## src/rtl/plvg_cell.sv

```systemverilog
// plvg_cell: one pipeline cell, valid bit plus payload, moved on advance
// depends on nothing
module plvg_cell #(
  parameter int W = 8
) (
  input  logic         clk,
  input  logic         rst_n,
  input  logic         adv,
  input  logic         in_vld,
  input  logic [W-1:0] in_data,
  output logic         out_vld,
  output logic [W-1:0] out_data
);

  logic         vld_r;
  logic [W-1:0] data_r;

  always_ff @(posedge clk) begin
    if (!rst_n) begin
      vld_r <= 1'b0;
    end else if (adv) begin
      vld_r <= in_vld;
    end
  end

  // payload only loads with a live beat
  always_ff @(posedge clk) begin
    if (adv && in_vld) begin
      data_r <= in_data;
    end
  end

  assign out_vld  = vld_r;
  assign out_data = data_r;

endmodule

```

## config.mk

```make
export PLATFORM = sky130hd
export DESIGN_NAME = plvg_cell
export DESIGN_NICKNAME = d
export VERILOG_FILES = /design/src/rtl/plvg_cell.sv
export SDC_FILE = /design/constraint.sdc
export NUM_CORES = 1
export LEC_CHECK = 0
export BUFFER_PORTS_ARGS = -buffer_cell sky130_fd_sc_hd__clkbuf_2
export CELL_PAD_IN_SITES_DETAIL_PLACEMENT = 2
export CELL_PAD_IN_SITES_GLOBAL_PLACEMENT = 2
export CORE_MARGIN = 2
export CORE_UTILIZATION = 19
export DETAILED_ROUTE_END_ITERATION = 12
export GPL_ROUTABILITY_DRIVEN = 0
export HOLD_SLACK_MARGIN = 0.06
export PLACE_DENSITY_LB_ADDON = 0.25
export SLEW_MARGIN = 40
export SYNTH_ARGS = -nofsm -noshare
export SYNTH_HDL_FRONTEND = slang
export SYNTH_SLANG_ARGS = --single-unit
```

## constraint.sdc

```tcl
create_clock -name clk -period 0.8 [get_ports clk]
set_clock_uncertainty 0.1 [all_clocks]
set_input_delay 0.04 -clock clk [delete_from_list [all_inputs] [get_ports clk]]
set_output_delay 0.04 -clock clk [all_outputs]
set_load 0.02 [all_outputs]
```

# Word-level counts from Yosys, hierarchy flattened
# Cells that the tools add are included.
[classes]
n_reduce_logical = 1
[ops]
columns = ["cell", "n"]
rows = [
  ["$logic_and 1x1->1", 1],
]
[totals]
ff_bits = 9
out_inout_bits = 9
elab_cells = 3

# Depth between registers and ports, before layout
# Gate-level depths: netlist of run 1.
[depth]
word_depth = 1
depth_mapped = 2
depth_no_buf = 2

# Least setup slack after synthesis of run 1
# Ideal clock, no wire load.
[synth_timing]
path_kind = "flip-flop to flip-flop"
startpoint = "reg out_vld (netlist name)"
endpoint = "reg vld_r (netlist: out_vld)"
arrival_time_ns = 0.669
required_time_ns = 0.585
setup_slack_ns = -0.083
path_stages_with_launch = 3
n_path_buf = 0
synth_period_minus_slack_ns = 0.883
cell_sequence = "dfxtp_1 > and2b_1 > o21a_1"
[synth_rtl]
columns = ["element", "line_no", "text"]
rows = [
  ["end signal, assigned", "22", "vld_r <= in_vld;"],
  ["end, declared", "15", "logic vld_r;"],
]

# Worst setup path in the final report of run 1
[layout_timing]
startpoint = "reg data_r[3] (netlist: out_data[3])"
endpoint = "out out_data[3]"
[layout_rtl]
columns = ["element", "line_no", "text"]
rows = [
  ["start, declared", "16", "logic [W-1:0] data_r;"],
  ["start signal, assigned", "29", "data_r <= in_data;"],
  ["end, declared", "12", "output logic [W-1:0] out_data"],
]
# No word-level cell between the ends.

==> reports/metrics.cfg, run 1 <==
[outcome]
status = complete, but fails checks
violations = negative setup slack

[drt]
drt_pass1_iterations = 1
post-route-drc-count = 0
wire_per_inst_um = 11.65
drtAntennaViolNets = 0
via_count = 242
drt-initial-drc-count = 0
wl_um = 699
vias_per_cell = 4.033

[layout]
final_cells = 60
fill_cells = 140
nNetsFinal = 58
fin_area_um2 = 561.8
antenna_cells = 0
syn_to_final_growth_pct = 97.80
drive_above_1_share = 0.5556

[global_routing]
grt-ovfl-total = 0
grt_pass1_wl_mm = 1.166
grt_pass1_vias = 275
grtUsageMet1 = 0.07200
met2_usage = 0.1636
grt.met3_usage = 0.07234
antenna_found_initial = 0
top_usage_layer = met2
track_usage = 0.1000
grt_max_degree = 10

[logic_synthesis]
yosysUniqueCellTypes = 5
synth_mux_area_frac = 0
synth_top_cell_by_area = edfxtp_1
synth_edf_count = 8
synth_common_cells = edfxtp_1 (8), and2_4 (1), and2b_1 (1), dfxtp_1 (1), o21a_1 (1)
yosys_register_bits = 9
synth_nets = 24
syn_area_um2 = 284.0
synthXorXnorAreaFrac = 0
synthMostInstantiatedCell = edfxtp_1
synth_top_family_by_area = simple AND/OR/NAND/NOR gates
synth_area_per_cell_um2 = 23.67
synth_compound_area_frac = 0.02643
synth_fa_ha_area_frac = 0
yosysTopAreaCellShare = 0.8458
yosysSeqAreaShare = 0.9163
synth_ff_type = edfxtp_1
synthTopCellsByArea = edfxtp_1 (85%), dfxtp_1 (7.0%), and2_4 (3.1%), and2b_1 (2.6%), o21a_1 (2.6%)
synth_warnings = 0
postSynthCellCount = 12
synthSimpleGateAreaFrac = 0.05727
async_reset_ff_frac = 0

[pwr]
cellLeakagePower_nw = 0.2444
power_mw = 1.086
vdd_ir_drop_max_mv = 0.8133
p_per_area_nw_per_um2 = 1934

[setup_path]
reg2regPathDepth = 2
crit-reg2reg-capture = out_vld
slowest_stage = edfxtp_1
arrival_ns = 0.81
worst-path-max-fanout = 1
path_cells = buf_6
cp.required_ns = 0.66
worst-setup-path-type = reg2out
crit_path_end_kind = primary output
rrSetupSlack_ns = -0.04
cpPeakStageDelay_ns = 0.39
regToRegStartpoint = out_vld
cp_top_family = flip-flops
path_buf_inv = 1
startpoint_type = flip-flop

[hold_path]
hold_end = out_vld
min_path_cells = 3
hp-start = adv
hold_path_class = in2reg

[job]
drv_cap = 0

[placement]
dp.cells = 47
portBuffers = 20
place_area_um2 = 404.1

[floorplanning]
rows = 13
ioPinCount = 21
fp.dieH_um = 42.67
initial_utilization = 0.2104
die_width_um = 42.67
die_area_um2 = 1820
fp.coreArea_um2 = 1350

[timing]
hold_viol_final = 0
fin_tns_setup_ns = -1.155
fin_crit_sh = 1.187
finalSetupViolCount = 10
finalCriticalPeriod_ns = 0.9499
tightest_slew_ns = 0.1298
max_freq_mhz = 1053
rsz0062_at_grt = yes
slew_headroom = 0.9135
fin_ws_ns = -0.1499
finalMaxSlewViolations = 0

[clocking]
clk_latency_ns = 0.27
htreeDepth = 1
clockBufferDepth = 2
clockRootBuffer = clkbuf_4
clkTransAtPathRegs_ns = 0.06
cts_tree = built
cts.sinks = 9
cts_buffers = 3

[where the power goes]
group | internal (mW) | switching (mW)
Clock | 0.193 | 0.168
Sequential | 0.546 | 0.0125
Combinational | 0.0965 | 0.0699
[stage by stage]
stage / worst slack, ns / hold slack, ns / utilization
detailed placement: -0.01692 / 0.1196 / 0.2994
global placement: 0.0003172 / 0.1176 / 0.2994
floorplan: -0.05084 / 0.03887 / -
finish: -0.1499 / 0.06179 / 0.4161
global route: -0.1776 / 0.08178 / 0.4161
CTS: -0.1727 / 0.05591 / 0.3920
[routing by layer]
metal  wire (um)  share of wire
met1         216           0.31
met2         379           0.54
met3          77           0.11
met4          24          0.034
met5           0              0
[placed cells by master (no fill, tap or decap)]
master	netlist	layout
and2b_1	1	1
edfxtp_1	8	8
clkbuf_4	0	3
buf_2	0	3
clkbuf_2	0	11
and2_4	1	1
buf_8	0	1
o21a_1	1	1
clkbuf_1	0	1
dfxtp_2	0	1
dlygate4sd3_1	0	9
buf_6	0	5
[flip-flops by register name (all words and copies together), names as in the netlist]
signal	count
out_data	8
out_vld	1
[kinds of logic (layout without fill, tap and decap cells)]
family                 Yosys count  in the layout
AO/OA/AOI/OAI                    1              1
flip-flops                       9              9
AND/OR/NAND/NOR                  2              2
buffers and inverters            0             33
[layout make-up]
cell class	instances	area, um^2	area share
flip-flops and latches	9	261.5	0.4655
repair buffers	29	231.5	0.4120
clock buffers	4	26.28	0.04677
multi-input cells	3	23.77	0.04232
well taps	15	18.77	0.03341
[worst max path at each step]
stage | from | to | slack [ns] | cells after the start
CTS | out_data[3] | out_data[3] | -0.17 | 1
global route | out_data[3] | out_data[3] | -0.18 | 1
detailed placement | out_vld | out_vld | -0.02 | 2
finish | out_data[3] | out_data[3] | -0.15 | 1
global placement | out_vld | out_vld | 0.0003 | 2
floorplan | out_vld | out_vld | -0.05 | 2
[timing repair]
item	4_1_cts	5_1_grt
buffers inserted	0	0
endpoints found under the hold margin	9	0
setup endpoints to repair	10	10
resized for setup	2	19
pin swaps	0	0
hold buffers	9	0
No activity file was read; power rests on OpenSTA's default activity.
==> run 2, diff against run 1 <==
Settings changed: ABC_AREA set to 1, CELL_PAD_IN_SITES_DETAIL_PLACEMENT 2 to 1, CELL_PAD_IN_SITES_GLOBAL_PLACEMENT 2 to 1, CORE_AREA set to 2 2 39 41, CORE_MARGIN 2 to unset, CORE_UTILIZATION 19 to unset, DIE_AREA set to 0 0 41 43.
==> reports/metrics.cfg, run 2 <==
[clocking]
cts.sinks = 9
ctsHoldBuffers = 9
cts_buffers = 3
clk_latency_ns = 0.25
cts_setup_buffers = 0
clkTransAtPathRegs_ns = 0.06
clockRootBuffer = clkbuf_4
cts_tree = built
clockBufferDepth = 2
htreeDepth = 1

[global_routing]
grt_max_degree = 9
grt_pass1_vias = 268
antenna_found_initial = 0
grt_pass1_wl_mm = 1.097
grt-ovfl-total = 0
track_usage = 0.09980

[logic_synthesis]
synth_warnings = 0
async_reset_ff_frac = 0
yosysTopAreaCellShare = 0.8348
yosysUniqueCellTypes = 5
synth_nets = 27
synthTopCellsByArea = edfxtp_1 (83%), dfxtp_1 (7.0%), inv_1 (3.9%), a21oi_2 (3.0%), nand2_1 (2.6%)
syn_area_um2 = 287.8
postSynthCellCount = 15
synth_top_cell_by_area = edfxtp_1
yosys_register_bits = 9
synth_area_per_cell_um2 = 19.19
synth_common_cells = edfxtp_1 (8), inv_1 (3), nand2_1 (2)
synthMostInstantiatedCell = edfxtp_1
synth_ff_type = edfxtp_1
yosysSeqAreaShare = 0.9043
synth_edf_count = 8

[floorplanning]
fp.coreArea_um2 = 1384
initial_utilization = 0.2080
ioPinCount = 21
die_area_um2 = 1763
die_width_um = 41
fp.dieH_um = 43
rows = 14

[layout]
largest_register_ff_count = 8
layout_commonest_cell = clkbuf_2
nNetsFinal = 62
mostFrequentLayoutCells = clkbuf_2 (11), dlygate4sd3_1 (9), edfxtp_1 (8), buf_2 (4), buf_6 (4)
syn_to_final_growth_pct = 97.39
antenna_cells = 0
drive_above_1_share = 0.5306

[setup_path]
slowest_stage = edfxtp_1
cp.required_ns = 0.66
crit_path_end_kind = primary output
worst-path-max-fanout = 1
path_buf_inv = 1
arrival_ns = 0.78
cpPeakStageDelay_ns = 0.38
cp_top_family = flip-flops
startpoint_type = flip-flop
worst-setup-path-type = reg2out
path_cells = buf_6

[drt]
post-route-drc-count = 0
via_count = 236
vias_per_cell = 3.631
drt-initial-drc-count = 2
drtAntennaViolNets = 0
drt_pass1_iterations = 2
wire_per_inst_um = 10.09
wl_um = 656

[pwr]
cellLeakagePower_nw = 0.2567
p_clk_frac = 0.317
cell_internal_pwr_mw = 0.8305
comb_power_share = 0.158
p_per_area_nw_per_um2 = 1867
swShare = 0.2168
vdd_ir_drop_max_mv = 0.7916
switching_power_mw = 0.2299
seqPwrFrac = 0.525

[timing]
finalMaxSlewViolations = 0
finalCriticalPeriod_ns = 0.9171
finalSetupViolCount = 9
tightest_slew_ns = 0.3006
hold_viol_final = 1
slew_headroom = 0.7994
rsz0062_at_grt = yes
fin_crit_sh = 1.146
fin_ws_ns = -0.1171
max_freq_mhz = 1090
hold_ws_ns = -0.03869

[placement]
dp_hpwl_um = 510.5
pre_cts_ws_ns = -0.09222
portBuffers = 20

[job]
drv_cap = 0

[hold_path]
hold_path_class = in2reg

[outcome]
violations = negative hold slack, negative setup slack
status = complete, but fails checks

[run 2: cell count changes after synthesis, sizes merged]
cell	previous run	this run
and2	1	0
and2b	1	0
a21oi	0	1
o21a	1	0
nand2	0	2
inv	0	3
[run 2: path summary, 6_finish.rpt]
| check | start | depth (start not counted) | slack, ns | to |
|---|---|---|---|---|
| setup / recovery | out_data[4] | 1 | -0.12 | out_data[4] |
| hold / removal | adv | 4 | -0.04 | out_vld |
| hold reg to reg | out_vld | 2 | 0.39 | out_vld |
| setup reg to reg | out_vld | 2 | 0.12 | out_vld |
[run 2: kinds of logic after synthesis]
kind of cell	synth area share
DFF	0.9043
buffers and inverters	0.03913
and+or+nand+nor	0.02610
AOI/OAI and AO/OA	0.03044
[run 2: timing repair]
item                                    in CTS  in global routing
cloned                                       0                  0
gates resized for setup                      3                 17
endpoints found under the hold margin        9                  1
endpoints found under the setup margin       9                  9
[run 2: cell type report]
cell class | instances | area (um^2)
fill | 157 | 815.8
sequential | 9 | 261.5
timing repair buffer | 30 | 232.7
clock buffer | 4 | 26.28
tap | 16 | 20.02
multi-input combinational | 3 | 16.27
inverter | 3 | 11.26
[run 2: metrics by stage]
stage	TNS [ns]	util	total power, mW	std cells	instance area (um^2)
finish	-0.8924	0.4105	1.060	65	568.0
floorplan	0	-	0.6165	15	287.8
CTS	-1.065	0.3915	1.062	65	541.8
detailed placement	-0.7372	0.3002	0.6786	52	415.4
global route	-1.294	0.4105	1.138	65	568.0
global placement	-0.2975	0.3002	0.6732	52	415.4
[run 2: per-layer routing]
metal  up-vias  share of wire  global-route usage
met2        18           0.48              0.1625
met5         -              0                   0
met3         0           0.14             0.03665
li1        118              -                   -
met4         0              0             0.08000
met1       100           0.38             0.09091
[run 2: power by group through the flow]
stage	Clock (mW)	Sequential [mW]	Combinational (mW)
3_3_place_gp	0	0.562	0.111
2_1_floorplan	0	0.603	0.0131
3_5_place_dp	0	0.564	0.115
5_1_grt	0.397	0.559	0.183
6_report	0.336	0.557	0.168
4_1_cts	0.354	0.555	0.154
